File: src/hw/rtl/assert_macros.svh
// Assertion macros shared by the step/dir pulse generator RTL.
// Included by every module that carries concurrent assertions.
`ifndef ASSERT_MACROS_SVH
`define ASSERT_MACROS_SVH

// Same-cycle implication, disabled while in reset
`define SDPG_ASSERT_IMP(lbl, clk, rst_n, ante, cons) \
    lbl: assert property (@(posedge clk) disable iff (!rst_n) (ante) |-> (cons)) \
        else $error("sdpg assertion failed");

// Next-cycle implication, disabled while in reset
`define SDPG_ASSERT_NXT(lbl, clk, rst_n, ante, cons) \
    lbl: assert property (@(posedge clk) disable iff (!rst_n) (ante) |=> (cons)) \
        else $error("sdpg assertion failed");

`endif

File: src/hw/rtl/sdpg_pkg.sv
// Package for the step/dir pulse train generator: sizes, op and register codes,
// and the structs between the sequencer, the command queue and the divider.
// No dependencies.
`timescale 1ns / 1ps
`default_nettype none

package sdpg_pkg;

    // Command queue (ring, holds QUEUE_DEPTH-1 entries)
    localparam int QUEUE_DEPTH = 64;
    localparam int PTR_W       = $clog2(QUEUE_DEPTH);

    // Datapath
    localparam int DATA_W    = 32;
    localparam int DIV_CNT_W = $clog2(DATA_W);
    localparam int COUNT_W   = 6;

    // Op codes
    localparam logic [1:0] OP_PUSH  = 2'd0;
    localparam logic [1:0] OP_CMD   = 2'd1;
    localparam logic [1:0] OP_TICK  = 2'd2;
    localparam logic [1:0] OP_RESET = 2'd3;

    // Configuration register indexes
    localparam int         CFG_IDX_W   = 2;
    localparam logic [1:0] CFG_PERIOD  = 2'd0;
    localparam logic [1:0] CFG_DIR_POL = 2'd1;
    localparam logic [1:0] CFG_EN_POL  = 2'd2;

    localparam logic [DATA_W-1:0] CMD_PERIOD_RST = 32'd1000;

    typedef struct packed {
        logic              push;
        logic              pop;
        logic              clear;
        logic [DATA_W-1:0] wdata;
    } queue_ctrl_t;

    typedef struct packed {
        logic [PTR_W-1:0]  fill;
        logic [DATA_W-1:0] rdata;
    } queue_stat_t;

    typedef struct packed {
        logic              start;
        logic [DATA_W-1:0] dividend;
        logic [DATA_W-1:0] divisor;
    } div_req_t;

    typedef struct packed {
        logic              busy;
        logic              done;
        logic [DATA_W-1:0] quotient;
    } div_rsp_t;

endpackage

`default_nettype wire

File: src/hw/rtl/step_dir_pulse_train_generator.sv
// Channel  | handshake             | payload
// ---------+-----------------------+----------------------------------------------
// in       | in_valid / in_ready   | op, delta, reset_enable
// out      | out_valid / out_ready | accepted, step_pulse, direction_level,
//          |                       | driver_enable_level, timer_running, queue_count
// cfg      | cfg_write             | cfg_index, cfg_data
//
// Push, reset and microsecond-tick beats pass from S_IDLE to S_FIN and then to the
// output register; a command beat that pops passes through S_READ as well. A beat
// that loads a new command also waits in S_DIV on the bit-serial period divider.
// One beat is in work at a time; in_ready is high only while the sequencer idles.
// The result sits in an output register; the next beat may enter while it waits,
// and its own result is held back until the earlier one is taken.
// Reset clears all control state; queue contents stay undefined until pushed.
// Depends on sdpg_pkg, sdpg_queue, sdpg_divider and assert_macros.svh.
`timescale 1ns / 1ps
`default_nettype none
`include "assert_macros.svh"

module step_dir_pulse_train_generator
(
    input  logic                              clk,
    input  logic                              rst_n,
    // configuration
    input  logic                              cfg_write,
    input  logic [sdpg_pkg::CFG_IDX_W-1:0]    cfg_index,
    input  logic [sdpg_pkg::DATA_W-1:0]       cfg_data,
    // input beats
    input  logic                              in_valid,
    output logic                              in_ready,
    input  logic [1:0]                        op,
    input  logic signed [sdpg_pkg::DATA_W-1:0] delta,
    input  logic                              reset_enable,
    // result beats
    output logic                              out_valid,
    input  logic                              out_ready,
    output logic                              accepted,
    output logic                              step_pulse,
    output logic                              direction_level,
    output logic                              driver_enable_level,
    output logic                              timer_running,
    output logic [sdpg_pkg::COUNT_W-1:0]      queue_count
);

    typedef enum logic [1:0] {
        S_IDLE,
        S_READ,
        S_DIV,
        S_FIN
    } state_t;

    localparam logic [sdpg_pkg::PTR_W-1:0] FULL_FILL =
        sdpg_pkg::PTR_W'(sdpg_pkg::QUEUE_DEPTH - 1);
    localparam logic [sdpg_pkg::DATA_W-1:0] ONE = sdpg_pkg::DATA_W'(1);

    state_t                      state_reg;
    logic [sdpg_pkg::DATA_W-1:0] cmd_period_reg;
    logic                        dir_pol_reg;
    logic                        en_pol_reg;
    logic                        block_en_reg;
    logic                        timer_on_reg;
    logic [sdpg_pkg::DATA_W-1:0] steps_left_reg;
    logic [sdpg_pkg::DATA_W-1:0] pulse_period_reg;
    logic [sdpg_pkg::DATA_W-1:0] tick_cnt_reg;
    logic                        dir_bit_reg;
    logic [sdpg_pkg::DATA_W-1:0] pend_delta_reg;
    logic                        pend_valid_reg;
    logic                        acc_reg;
    logic                        pulse_reg;
    logic                        out_valid_reg;
    logic                        accepted_reg;
    logic                        step_pulse_reg;
    logic                        direction_level_reg;
    logic                        driver_enable_level_reg;
    logic                        timer_running_reg;
    logic [sdpg_pkg::COUNT_W-1:0] queue_count_reg;

    sdpg_pkg::queue_ctrl_t       q_ctrl;
    sdpg_pkg::queue_stat_t       q_stat;
    sdpg_pkg::div_req_t          div_req;
    sdpg_pkg::div_rsp_t          div_rsp;

    logic                        do_push;
    logic                        do_pop;
    logic                        do_clear;
    logic                        load_go;
    logic [sdpg_pkg::DATA_W-1:0] load_val;
    logic                        load_neg;
    logic [sdpg_pkg::DATA_W-1:0] load_mag;
    logic                        pulse_now;
    logic                        tick_upd;
    logic                        timer_off;
    logic                        pend_set;
    logic [sdpg_pkg::DATA_W-1:0] tick_inc;
    logic [sdpg_pkg::DATA_W-1:0] per_eff;
    logic                        tick_hit;
    logic                        steps_zero;
    logic                        out_free;

    sdpg_queue u_queue
    (
        .clk   (clk),
        .rst_n (rst_n),
        .ctrl  (q_ctrl),
        .stat  (q_stat)
    );

    sdpg_divider u_divider
    (
        .clk   (clk),
        .rst_n (rst_n),
        .req   (div_req),
        .rsp   (div_rsp)
    );

    assign in_ready   = (state_reg == S_IDLE);
    assign out_free   = !out_valid_reg || out_ready;
    assign steps_zero = (steps_left_reg == '0);

    // Microsecond timer compare, zero period acts as one
    assign tick_inc = tick_cnt_reg + ONE;
    assign per_eff  = (pulse_period_reg == '0) ? ONE : pulse_period_reg;
    assign tick_hit = (tick_inc >= per_eff);

    // Beat decode: what this cycle does to the queue, timer and command slot
    always_comb
    begin
        do_push   = 1'b0;
        do_pop    = 1'b0;
        do_clear  = 1'b0;
        load_go   = 1'b0;
        load_val  = pend_delta_reg;
        pulse_now = 1'b0;
        tick_upd  = 1'b0;
        timer_off = 1'b0;
        pend_set  = 1'b0;
        if (state_reg == S_IDLE && in_valid)
        begin
            unique case (op)
                sdpg_pkg::OP_PUSH:
                    do_push = (q_stat.fill != FULL_FILL);
                sdpg_pkg::OP_CMD:
                begin
                    if (block_en_reg)
                    begin
                        if (pend_valid_reg)
                            load_go = steps_zero;
                        else if (q_stat.fill != '0)
                            do_pop = 1'b1;
                        else
                            timer_off = steps_zero;
                    end
                end
                sdpg_pkg::OP_TICK:
                begin
                    if (timer_on_reg)
                    begin
                        tick_upd = 1'b1;
                        if (tick_hit && !steps_zero)
                        begin
                            pulse_now = 1'b1;
                            load_go   = (steps_left_reg == ONE) && pend_valid_reg;
                        end
                    end
                end
                sdpg_pkg::OP_RESET:
                    do_clear = 1'b1;
            endcase
        end
        else if (state_reg == S_READ && q_stat.rdata != '0)
        begin
            // Popped a nonzero delta: park it or load it now
            if (!steps_zero)
                pend_set = 1'b1;
            else
            begin
                load_go  = 1'b1;
                load_val = q_stat.rdata;
            end
        end
    end

    // Step count and direction of the command being loaded
    assign load_neg = load_val[sdpg_pkg::DATA_W-1];
    assign load_mag = load_neg ? ('0 - load_val) : load_val;

    assign q_ctrl.push  = do_push;
    assign q_ctrl.pop   = do_pop;
    assign q_ctrl.clear = do_clear;
    assign q_ctrl.wdata = $unsigned(delta);

    assign div_req.start    = load_go;
    assign div_req.dividend = cmd_period_reg;
    assign div_req.divisor  = load_mag;

    // Sequencer, generator state and result register
    always_ff @(posedge clk or negedge rst_n)
    begin
        if (!rst_n)
        begin
            state_reg               <= S_IDLE;
            cmd_period_reg          <= sdpg_pkg::CMD_PERIOD_RST;
            dir_pol_reg             <= 1'b0;
            en_pol_reg              <= 1'b0;
            block_en_reg            <= 1'b0;
            timer_on_reg            <= 1'b0;
            steps_left_reg          <= '0;
            pulse_period_reg        <= '0;
            tick_cnt_reg            <= '0;
            dir_bit_reg             <= 1'b0;
            pend_delta_reg          <= '0;
            pend_valid_reg          <= 1'b0;
            acc_reg                 <= 1'b0;
            pulse_reg               <= 1'b0;
            out_valid_reg           <= 1'b0;
            accepted_reg            <= 1'b0;
            step_pulse_reg          <= 1'b0;
            direction_level_reg     <= 1'b0;
            driver_enable_level_reg <= 1'b0;
            timer_running_reg       <= 1'b0;
            queue_count_reg         <= '0;
        end
        else
        begin
            // configuration writes
            if (cfg_write)
            begin
                case (cfg_index)
                    sdpg_pkg::CFG_PERIOD:  cmd_period_reg <= cfg_data;
                    sdpg_pkg::CFG_DIR_POL: dir_pol_reg    <= cfg_data[0];
                    sdpg_pkg::CFG_EN_POL:  en_pol_reg     <= cfg_data[0];
                    default:               ;
                endcase
            end

            if (out_valid_reg && out_ready)
                out_valid_reg <= 1'b0;

            // sequencing
            unique case (state_reg)
                S_IDLE:
                begin
                    if (in_valid)
                    begin
                        acc_reg   <= do_push;
                        pulse_reg <= pulse_now;
                        if (do_pop)
                            state_reg <= S_READ;
                        else if (load_go)
                            state_reg <= S_DIV;
                        else
                            state_reg <= S_FIN;
                    end
                end
                S_READ:
                    state_reg <= load_go ? S_DIV : S_FIN;
                S_DIV:
                begin
                    if (div_rsp.done)
                    begin
                        pulse_period_reg <= (div_rsp.quotient == '0) ? ONE
                                                                     : div_rsp.quotient;
                        state_reg <= S_FIN;
                    end
                end
                S_FIN:
                begin
                    if (out_free)
                    begin
                        out_valid_reg           <= 1'b1;
                        accepted_reg            <= acc_reg;
                        step_pulse_reg          <= pulse_reg;
                        direction_level_reg     <= dir_bit_reg;
                        driver_enable_level_reg <= timer_on_reg ^ en_pol_reg;
                        timer_running_reg       <= timer_on_reg;
                        queue_count_reg         <= sdpg_pkg::COUNT_W'(q_stat.fill);
                        state_reg               <= S_IDLE;
                    end
                end
            endcase

            // timer and step count
            if (tick_upd)
                tick_cnt_reg <= tick_hit ? '0 : tick_inc;
            if (pulse_now)
                steps_left_reg <= steps_left_reg - ONE;
            if (timer_off)
                timer_on_reg <= 1'b0;
            if (pend_set)
            begin
                pend_delta_reg <= q_stat.rdata;
                pend_valid_reg <= 1'b1;
            end

            // command load, period follows from the divider
            if (load_go)
            begin
                steps_left_reg <= load_mag;
                dir_bit_reg    <= load_neg ^ dir_pol_reg;
                tick_cnt_reg   <= '0;
                timer_on_reg   <= 1'b1;
                pend_valid_reg <= 1'b0;
            end

            // reset op
            if (do_clear)
            begin
                pulse_period_reg <= '0;
                steps_left_reg   <= '0;
                dir_bit_reg      <= 1'b0;
                tick_cnt_reg     <= '0;
                timer_on_reg     <= reset_enable;
                block_en_reg     <= reset_enable;
                pend_delta_reg   <= '0;
                pend_valid_reg   <= 1'b0;
            end
        end
    end

    assign out_valid           = out_valid_reg;
    assign accepted            = accepted_reg;
    assign step_pulse          = step_pulse_reg;
    assign direction_level     = direction_level_reg;
    assign driver_enable_level = driver_enable_level_reg;
    assign timer_running       = timer_running_reg;
    assign queue_count         = queue_count_reg;

    `SDPG_ASSERT_IMP(a_pend_has_steps, clk, rst_n, pend_valid_reg, steps_left_reg != '0)
    `SDPG_ASSERT_IMP(a_div_free, clk, rst_n, div_req.start, !div_rsp.busy)

endmodule

`default_nettype wire

File: src/hw/rtl/sdpg_queue.sv
// Ring command queue for the step/dir generator: memory, pointers, fill count.
// Depends on sdpg_pkg and assert_macros.svh.
`timescale 1ns / 1ps
`default_nettype none
`include "assert_macros.svh"

module sdpg_queue
(
    input  logic                 clk,
    input  logic                 rst_n,
    input  sdpg_pkg::queue_ctrl_t ctrl,
    output sdpg_pkg::queue_stat_t stat
);

    localparam logic [sdpg_pkg::PTR_W-1:0] LAST_PTR =
        sdpg_pkg::PTR_W'(sdpg_pkg::QUEUE_DEPTH - 1);
    localparam logic [sdpg_pkg::PTR_W:0] DEPTH_EXT =
        (sdpg_pkg::PTR_W + 1)'(sdpg_pkg::QUEUE_DEPTH);

    logic [sdpg_pkg::DATA_W-1:0] mem [sdpg_pkg::QUEUE_DEPTH];
    logic [sdpg_pkg::DATA_W-1:0] rdata_reg;
    logic [sdpg_pkg::PTR_W-1:0]  wr_ptr_reg;
    logic [sdpg_pkg::PTR_W-1:0]  rd_ptr_reg;
    logic [sdpg_pkg::PTR_W-1:0]  fill;
    logic [sdpg_pkg::PTR_W:0]    fill_wrap;

    // Fill count from the two pointers
    assign fill_wrap = DEPTH_EXT - {1'b0, rd_ptr_reg} + {1'b0, wr_ptr_reg};
    assign fill      = (wr_ptr_reg >= rd_ptr_reg) ? (wr_ptr_reg - rd_ptr_reg)
                                                  : fill_wrap[sdpg_pkg::PTR_W-1:0];

    assign stat.fill  = fill;
    assign stat.rdata = rdata_reg;

    // Pointers
    always_ff @(posedge clk or negedge rst_n)
    begin
        if (!rst_n)
        begin
            wr_ptr_reg <= '0;
            rd_ptr_reg <= '0;
        end
        else if (ctrl.clear)
        begin
            wr_ptr_reg <= '0;
            rd_ptr_reg <= '0;
        end
        else
        begin
            if (ctrl.push)
                wr_ptr_reg <= (wr_ptr_reg == LAST_PTR) ? '0 : wr_ptr_reg + 1'b1;
            if (ctrl.pop)
                rd_ptr_reg <= (rd_ptr_reg == LAST_PTR) ? '0 : rd_ptr_reg + 1'b1;
        end
    end

    // Storage: one write port, one registered read port
    always_ff @(posedge clk)
    begin
        if (ctrl.push)
            mem[wr_ptr_reg] <= ctrl.wdata;
        if (ctrl.pop)
            rdata_reg <= mem[rd_ptr_reg];
    end

    `SDPG_ASSERT_IMP(a_no_overflow, clk, rst_n, ctrl.push, fill != LAST_PTR)
    `SDPG_ASSERT_IMP(a_no_underflow, clk, rst_n, ctrl.pop, fill != '0)

endmodule

`default_nettype wire

File: src/hw/rtl/sdpg_divider.sv
// Restoring divider, one quotient bit per cycle, shared by all command loads.
// Depends on sdpg_pkg and assert_macros.svh.
`timescale 1ns / 1ps
`default_nettype none
`include "assert_macros.svh"

module sdpg_divider
(
    input  logic               clk,
    input  logic               rst_n,
    input  sdpg_pkg::div_req_t req,
    output sdpg_pkg::div_rsp_t rsp
);

    localparam logic [sdpg_pkg::DIV_CNT_W-1:0] LAST_STEP =
        sdpg_pkg::DIV_CNT_W'(sdpg_pkg::DATA_W - 1);

    logic                          busy_reg;
    logic                          done_reg;
    logic [sdpg_pkg::DIV_CNT_W-1:0] cnt_reg;
    logic [sdpg_pkg::DATA_W-1:0]   rem_reg;
    logic [sdpg_pkg::DATA_W-1:0]   quo_reg;
    logic [sdpg_pkg::DATA_W-1:0]   dvs_reg;
    logic [sdpg_pkg::DATA_W:0]     trial;
    logic [sdpg_pkg::DATA_W:0]     diff;
    logic                          fits;

    // Shift in the next dividend bit and try a subtract
    assign trial = {rem_reg, quo_reg[sdpg_pkg::DATA_W-1]};
    assign diff  = trial - {1'b0, dvs_reg};
    assign fits  = (trial >= {1'b0, dvs_reg});

    assign rsp.busy     = busy_reg;
    assign rsp.done     = done_reg;
    assign rsp.quotient = quo_reg;

    // Control: step count and done pulse
    always_ff @(posedge clk or negedge rst_n)
    begin
        if (!rst_n)
        begin
            busy_reg <= 1'b0;
            done_reg <= 1'b0;
            cnt_reg  <= '0;
        end
        else
        begin
            done_reg <= 1'b0;
            if (req.start)
            begin
                busy_reg <= 1'b1;
                cnt_reg  <= '0;
            end
            else if (busy_reg)
            begin
                cnt_reg <= cnt_reg + 1'b1;
                if (cnt_reg == LAST_STEP)
                begin
                    busy_reg <= 1'b0;
                    done_reg <= 1'b1;
                end
            end
        end
    end

    // Datapath
    always_ff @(posedge clk)
    begin
        if (req.start)
        begin
            rem_reg <= '0;
            quo_reg <= req.dividend;
            dvs_reg <= req.divisor;
        end
        else if (busy_reg)
        begin
            rem_reg <= fits ? diff[sdpg_pkg::DATA_W-1:0] : trial[sdpg_pkg::DATA_W-1:0];
            quo_reg <= {quo_reg[sdpg_pkg::DATA_W-2:0], fits};
        end
    end

    `SDPG_ASSERT_NXT(a_start_runs, clk, rst_n, req.start, busy_reg)
    `SDPG_ASSERT_IMP(a_done_idle, clk, rst_n, done_reg, !busy_reg)

endmodule

`default_nettype wire

File: config.mk
export PLATFORM = sky130hd
export DESIGN_NAME = step_dir_pulse_train_generator
export DESIGN_NICKNAME = d
export VERILOG_FILES = /design/src/hw/rtl/sdpg_pkg.sv /design/src/hw/rtl/step_dir_pulse_train_generator.sv /design/src/hw/rtl/sdpg_queue.sv /design/src/hw/rtl/sdpg_divider.sv
export VERILOG_INCLUDE_DIRS = /design/src /design/src/hw/rtl
export SDC_FILE = /design/constraint.sdc
export NUM_CORES = 2
export LEC_CHECK = 0
export BUFFER_PORTS_ARGS = -buffer_cell sky130_fd_sc_hd__buf_2
export CORE_MARGIN = 2
export CORE_UTILIZATION = 63
export DETAILED_ROUTE_END_ITERATION = 7
export GPL_ROUTABILITY_DRIVEN = 0
export PLACE_DENSITY = 0.79
export SYNTH_ARGS = -nofsm -noshare
export SYNTH_HDL_FRONTEND = slang
export SYNTH_SLANG_ARGS = --single-unit
File: constraint.sdc
create_clock -name clk -period 10.7 [get_ports clk]
set_input_delay 1.605 -clock clk [delete_from_list [all_inputs] [get_ports clk]]
set_output_delay 1.605 -clock clk [all_outputs]
set_load 0.1 [all_outputs]
Yosys cells after proc, flatten, opt, wreduce, memory -nomap -nowiden

Memories as Yosys holds them, arrays and structs flattened. A register that Yosys moved wholly into a read port is not among the register bits.
Index checks and enable logic that the tools add are counted.

Memories: 1
RAM bits: 2,048
Word-level logic and storage cells: 182
Flip-flop bits (word level): 297

$lt $le $gt $ge: 3
Equality and inequality tests: 16
Reduce and logical (&&, ||, !) cells: 34
$add $sub $neg: 10
Bitwise logic cells: 2
Muxes and demuxes: 87

Memories:

| memory      | words | width | rd ports | clocked after Yosys merged registers in | write ports | RTL line         | source |
|---|---|---|---|---|---|---|---|
| u_queue.mem | 64    | 32    | 1        | 1                                       | 1           | sdpg_queue.sv:20 | `logic [sdpg_pkg::DATA_W-1:0] mem [sdpg_pkg::QUEUE_DEPTH];` |

Operator list:

| operator                | number |
|---|---|
| $mux W32                | 21 |
| $logic_not A32 Y1       | 3 |
| $mux W1                 | 51 |
| $mux W6                 | 7 |
| $ge A33 B32 Y1          | 1 |
| $add A32 B1 Y32 const B | 1 |
| $eq A32 B1 Y1 const B   | 1 |
| $ge A32 B32 Y1          | 1 |
| $reduce_bool A32 Y1     | 1 |
| $sub A1 B32 Y32 const A | 1 |
| $sub A32 B1 Y32 const B | 1 |
| $sub A32 B32 Y32        | 1 |
| $reduce_bool A2 Y1      | 7 |
| $add A6 B1 Y6 const B   | 2 |
| $eq A6 B6 Y1 const B    | 2 |
| $reduce_and A2 Y1       | 6 |
| $reduce_bool A3 Y1      | 4 |
| $eq A2 B2 Y1 const B    | 5 |
| $mux W5                 | 2 |
| $mux W2                 | 4 |
| $pmux W2 S4             | 1 |
| $add A6 B6 Y6           | 1 |
| $eq A2 B1 Y1 const B    | 3 |
| $ge A6 B6 Y1            | 1 |
| other kinds (15)        | 24 |

Logic depth before layout (Yosys ltp)

Word-level depth: 12
Mapped depth: 21
Mapped depth without buffers: 18

Hierarchy

Synthesis repeated with hierarchy kept, for this count alone.

Cell total of the unflattened synthesis: 5,211
Area total of the unflattened synthesis: 96,377.4 sq um

By module, submodules not included:

| module                         | area each (sq um) | instances | cells each |
|---|---|---|---|
| sdpg_queue                     | 79,229.7          | 1         | 3,428 |
| step_dir_pulse_train_generator | 11,113.2          | 1         | 1,200 |
| sdpg_divider                   | 6,034.5           | 1         | 583 |

Least setup slack after synthesis

OpenSTA, ideal clock, no wires.

Path kind: register -> register
Start: register tick_cnt_reg[10] (netlist name)
End: register u_divider.quo_reg[0] (netlist name) (enable)
Data arrival time: 7.803 ns
Cell stages (with the launch flop): 17
Period minus slack after synthesis: 8.190 ns
Path slack: 2.510 ns
Cell sequence: dfrtp_1 > and3_1 > nand3_1 > nor4_1 > and4_1 > and4_1 > and3_1 > xor2_1 > ha_1 > and4_1 > a221o_1 > or2_2 > o22ai_1 > buf_2 > o41ai_1 > nor2_1 > inv_1

Cells in the longest elaborated chain, start to end: 8

RTL lines:

| element                      | RTL line                              | source |
|---|---|---|
| start, declared              | step_dir_pulse_train_generator.sv:64  | `logic [sdpg_pkg::DATA_W-1:0] tick_cnt_reg;` |
| start signal, assigned       | step_dir_pulse_train_generator.sv:284 | `tick_cnt_reg <= tick_hit ? '0 : tick_inc;` |
| $add A32 B1 Y32              | step_dir_pulse_train_generator.sv:121 | `assign tick_inc = tick_cnt_reg + ONE;` |
| $ge A32 B32 Y1               | step_dir_pulse_train_generator.sv:123 | `assign tick_hit = (tick_inc >= per_eff);` |
| $logic_and A1 B1 Y1          | step_dir_pulse_train_generator.sv:159 | `if (tick_hit && !steps_zero)` |
| $mux W1                      | step_dir_pulse_train_generator.sv:159 |  |
| $mux W1                      | step_dir_pulse_train_generator.sv:156 | `if (timer_on_reg)` |
| $pmux W1 S2                  | step_dir_pulse_train_generator.sv:139 | `unique case (op)` |
| $mux W1                      | step_dir_pulse_train_generator.sv:137 | `if (state_reg == S_IDLE && in_valid)` |
| net load_go                  | step_dir_pulse_train_generator.sv:86  | `logic load_go;` |
| $reduce_bool A2 Y1 (no line) | n/a                                   |  |
| end signal, assigned         | sdpg_divider.sv:72                    | `quo_reg <= req.dividend;` |
| end signal, assigned         | sdpg_divider.sv:78                    | `quo_reg <= {quo_reg[sdpg_pkg::DATA_W-2:0], fits};` |
| end, declared                | sdpg_divider.sv:22                    | `logic [sdpg_pkg::DATA_W-1:0] quo_reg;` |

The timed path passes the listed nets, and every way through them passes these cells.
A chain may end at the register's enable or synchronous reset.

Final worst setup path

Start: register u_queue.rd_ptr_reg[1] (netlist name)
End: memory u_queue.mem[52][3] (netlist name) (enable)

Cells in the longest elaborated chain, start to end: 8
Elaborated cells between the ends (all ways): 10
Classes of those cells: 3 x add/sub; 1 x order compare; 1 x eq/ne; 5 x mux

RTL lines:

| element                           | RTL line                              | source |
|---|---|---|
| start, declared                   | sdpg_queue.sv:23                      | `logic [sdpg_pkg::PTR_W-1:0] rd_ptr_reg;` |
| start signal, assigned            | sdpg_queue.sv:53                      | `rd_ptr_reg <= (rd_ptr_reg == LAST_PTR) ? '0 : rd_ptr_reg + 1'b1;` |
| $sub A1 B6 Y6                     | sdpg_queue.sv:28                      | `assign fill_wrap = DEPTH_EXT - {1'b0, rd_ptr_reg} + {1'b0, wr_ptr_reg};` |
| $add A6 B6 Y6                     | sdpg_queue.sv:28                      |  |
| $mux W6 (*)                       | sdpg_queue.sv:29                      | `assign fill = (wr_ptr_reg >= rd_ptr_reg) ? (wr_ptr_reg - rd_ptr_reg)` |
| $ne A6 B6 Y1 (*)                  | step_dir_pulse_train_generator.sv:141 | `do_push = (q_stat.fill != FULL_FILL);` |
| $mux W1 (*)                       | step_dir_pulse_train_generator.sv:139 |  |
| $mux W1 (*)                       | step_dir_pulse_train_generator.sv:137 |  |
| $mux W1 (*)                       | sdpg_queue.sv:60                      | `if (ctrl.push)` |
| $mux W1 (implied by the code) (*) | sdpg_queue.sv:61                      | `mem[wr_ptr_reg] <= ctrl.wdata;` |
| end, declared                     | sdpg_queue.sv:20                      |  |

Mark *: on every way between the ends. The rest lies on a longest branch, timed or not.

==> impl_results.md <==
* Arrival time at the worst endpoint at between 6 and 7 ns
* Core area at between 150000 and 200000 µm²
* Fmax at 170 MHz
* #FFs+latches synth at 2377
* Highest ir drop seen on vdd at ~0.2 mV
* Result of the run: finished clean
* Wirelength, routed at 266000 µm
* TritonCTS buffer count at 220
* Share of power burned in combinational logic at 15.3%
* DR WL/cell at 36.3 µm
* Worst Path Required at roughly 11 ns
* Worst hold path class: register to register
* Residual antenna-violating net count after detailed routing at 0
* Final count of pins violating max slew at 0
* I/O pin count at 87
* Overall die area at 156000 µm²
* Post-route clock period utilization at between 50% and 60%
* Net count after synthesis at 5077
* Most instantiated flip-flop cell in the synthesis netlist: sky130_fd_sc_hd__edfxtp_1
* Area fraction of the dominant cell type after synthesis at 66.9%
* Worst rel slew slack at 11.0%
* Maximum fanout along the worst path at between 60 and 70
* Number of sinks driven by the clock tree at 2377
* Final total negative setup slack at 0 ns
* Via density per instance at 7.20
* Number of buffers on the longest clock path at 3
* First-pass GRT wire length at around 380000 µm
* Area Growth Syn to Fin at 11.3%
* CTS tree: done
* Total of max-cap violations at 0
* Chain of cells forming the critical path: inv_1 > ha_1 > nor2b_1 > o21ai_0 > a21boi_0 > o21ai_0 > nor3b_1 > o311a_1 > and2_1 > nand3_1 > nor2_4 > buf_4
* Cell seen most often among critical-path stages: sky130_fd_sc_hd__o21ai_0
* Netlist area before placement at a little under 100000 µm²
* Initial standard-cell utilization of the core at a little under two thirds
* Worst Hold Path Cells at 2
* Number of detailed-routing iterations run before antenna repair at 6
* Remaining routing DRC violations at 0
* Final hold slack at 0.479 ns
* Gr ovfl total at 0
* DR vias at 52653
* RSZ-0062 raised after global routing: false
* Type of element capturing the critical path: register
* Switching share of power at 27.1%
* Synth async-reset ratio at 8.46%
* Clock latency on the worst-skew pair at 0.88 ns
* Slew at the pin closest to its max-slew limit at between 1 and 1.5 ns
* Flip-flop count of the largest register, all copies and words added at between 2000 and 2500
* Fraction of layout cells with a size suffix above 1 at approximately 26%
* Nets@finish at about 5300
* Maximum level of the CTS H-tree at 4
* Top area cells in the synthesized netlist: sky130_fd_sc_hd__edfxtp_1 (67%), sky130_fd_sc_hd__mux4_2 (16%), sky130_fd_sc_hd__dfrtp_1 (5.1%)
* Post-synthesis cell type count at 86
* Share of total power in the clock network at 36.2%
* Final critical path time including I/O delays and setup at 5.88 ns
* Largest net degree at the start of global routing at ~130
* Biggest register: u_queue.mem
* Via count of the first global-routing pass at 53473
* Post-synthesis average cell area at 19.6 µm²
* Largest stage delay on the critical path at 1.06 ns
* All-layer global routing usage at 34.6%
* Post-cts hold buffer count at 0
* DIE WIDTH at between 300 and 400 µm
* Site Rows at around 140
* Highest-delay cell along the critical path: sky130_fd_sc_hd__dfrtp_4
* Total power after layout at 22400 µW
* Count of flip-flops with a built-in enable after synthesis at 2144
* Post-Syn Instances at around 4900
* Number of resized instances in the post-cts repair step at 0
* HPWL reported at the end of detailed placement at 135000 µm
* Vertical die dimension at 395 µm
* Kind of start point of the critical path: register
* Number of post-CTS setup repair buffers at 0
* Clock transition time at the flip-flop clock pins of the worst setup and hold paths at about 0.060 ns
* Number of antenna violations at the first check in global routing at 16
* Port buffer count at 86
* Design internal power at 16300 µW
* Yosys top cell by area: sky130_fd_sc_hd__edfxtp_1
* Final count of hold timing violations at 0
* Depth of the worst register-to-register path at 12
* Setup skew after layout at a little under 0.08 ns
* Cell Pwr Density at ~210 nW/µm²
* Switch Pwr at 6060 µW
* Worst setup path category: register to register
* Reg power frac at approximately half
* Starting DRT DRC Count at 8097
* Leakage power total at around 0.034 µW
* Warnings, synthesis at 0
* Library cell used as clock root buffer: sky130_fd_sc_hd__clkbuf_16
* Part of the Yosys area used for sequential elements at just over 70%
* Total setup violations reported at the end of the flow at 0
==> logic make-up (layout without fill, tap and decap cells) <==
| logic type | Yosys count | in the layout | synth area share [%] |
|---|---|---|---|
| compound gates | 410 | 410 | 2.78 |
| xor+xnor | 122 | 122 | 1.11 |
| fa+ha+maj | 87 | 87 | 1.15 |
| buf+inv | 338 | 704 | 1.36 |
| flops | 2377 | 2377 | 72.7 |
| mux | 767 | 767 | 16.8 |
| other cells | 0 | 2 | 0 |
| simple gates | 815 | 815 | 4.09 |
==> cells in the mapped netlist (all sizes together) (6+ instances only) <==
cell type and n:
nand3 80, a31oi 14, nand3b 11, buf 71
o21a 7, a22o 41, a211oi 25, or3 20
mux2 46, nand4 30, xor2 50, nor4 46
o21ai 90, nor2 187, nor2b 9, ha 85
clkbuf 170, inv 96, nand2b 11, a21o 14
and4 9, or2 7, mux2i 49, xnor2 72
o211ai 12, or4 14, dfstp 6, dfxtp 32
o211a 6, and3 24, dfrtp 195, and2 12
a21oi 128, o41ai 7, o31ai 15, nor3 49
nand2 291, edfxtp 2144, a22oi 10, mux4 672
==> worst paths after layout <==
kind / from / endpoint / slack [ns]
worst min register to register: u_divider.rem_reg[21] / u_divider.rem_reg[22] / 0.48
max in group asynchronous: rst_n / queue_count[3] / 8.52
worst max-delay path: u_queue.rd_ptr_reg[1] / u_queue.mem[52][3] / 4.82
worst max register to register: u_queue.rd_ptr_reg[1] / u_queue.mem[52][3] / 4.82
min in group asynchronous: rst_n / u_divider.cnt_reg[2] / 0.87
worst min-delay path: u_divider.rem_reg[21] / u_divider.rem_reg[22] / 0.48
==> critical path, delay by kind of cell (launching register included) <==
kind,cells,cell delay [ns]
simple gates,5,2.36
flops,1,1.06
compound gates,4,0.98
buf+inv,2,0.68
fa+ha+maj,1,0.32
==> stage by stage <==
stage	util (%)	std cells	setup WS (ns)	area, µm²
5_1_grt	70.6	7312	4.46	107000
6_report	70.6	7314	4.82	107000
3_3_place_gp	65.7	6900	5.16	99800
3_5_place_dp	65.7	6900	4.93	99800
2_1_floorplan	-	4916	2.51	96300
4_1_cts	70.6	7312	4.89	107000
==> layout by cell type (no fill, tap or decap), drive strengths merged, types with 46 or more instances in the layout <==
cell	n
ha	85
xnor2	72
edfxtp	2144
nand2	291
mux4	672
nand3	80
buf	194
mux2i	49
dfrtp	195
o21ai	90
nor4	46
xor2	50
clkbuf	269
clkinv	106
a21oi	128
nor3	49
nor2	187
mux2	46
inv	101
==> power groups by stage <==
stage	registers, µW	clock network (µW)	logic [µW]
2_1_floorplan	11000	0	2260
3_3_place_gp	11000	0	3260
6_report	10900	8110	3440
3_5_place_dp	11000	0	3350
5_1_grt	10900	8450	3720
4_1_cts	10900	8150	3400
==> per-layer routing <==
layer  wire length (µm)  vias up  part of all wire (%)  GRT usage, %
met3              31700      795                    12          9.04
met1              90300    27104                    34          45.4
met4              12900        8                   4.9          14.8
met2             131000     4274                    49          55.8
li1                   -    20472                     -             -
met5                 53        -                 0.020             0
==> area by class of cell <==
cell class | count | area [µm²]
flip-flops and latches | 2377 | 70100
clock inverters | 144 | 1610
inverters | 97 | 372
fillers | 8397 | 44700
repair buffers | 195 | 1290
multi-input cells | 2201 | 25500
clock buffers | 268 | 5810
well taps | 2030 | 2540
diodes | 2 | 5.00
(Power assumes the default switching activity.)
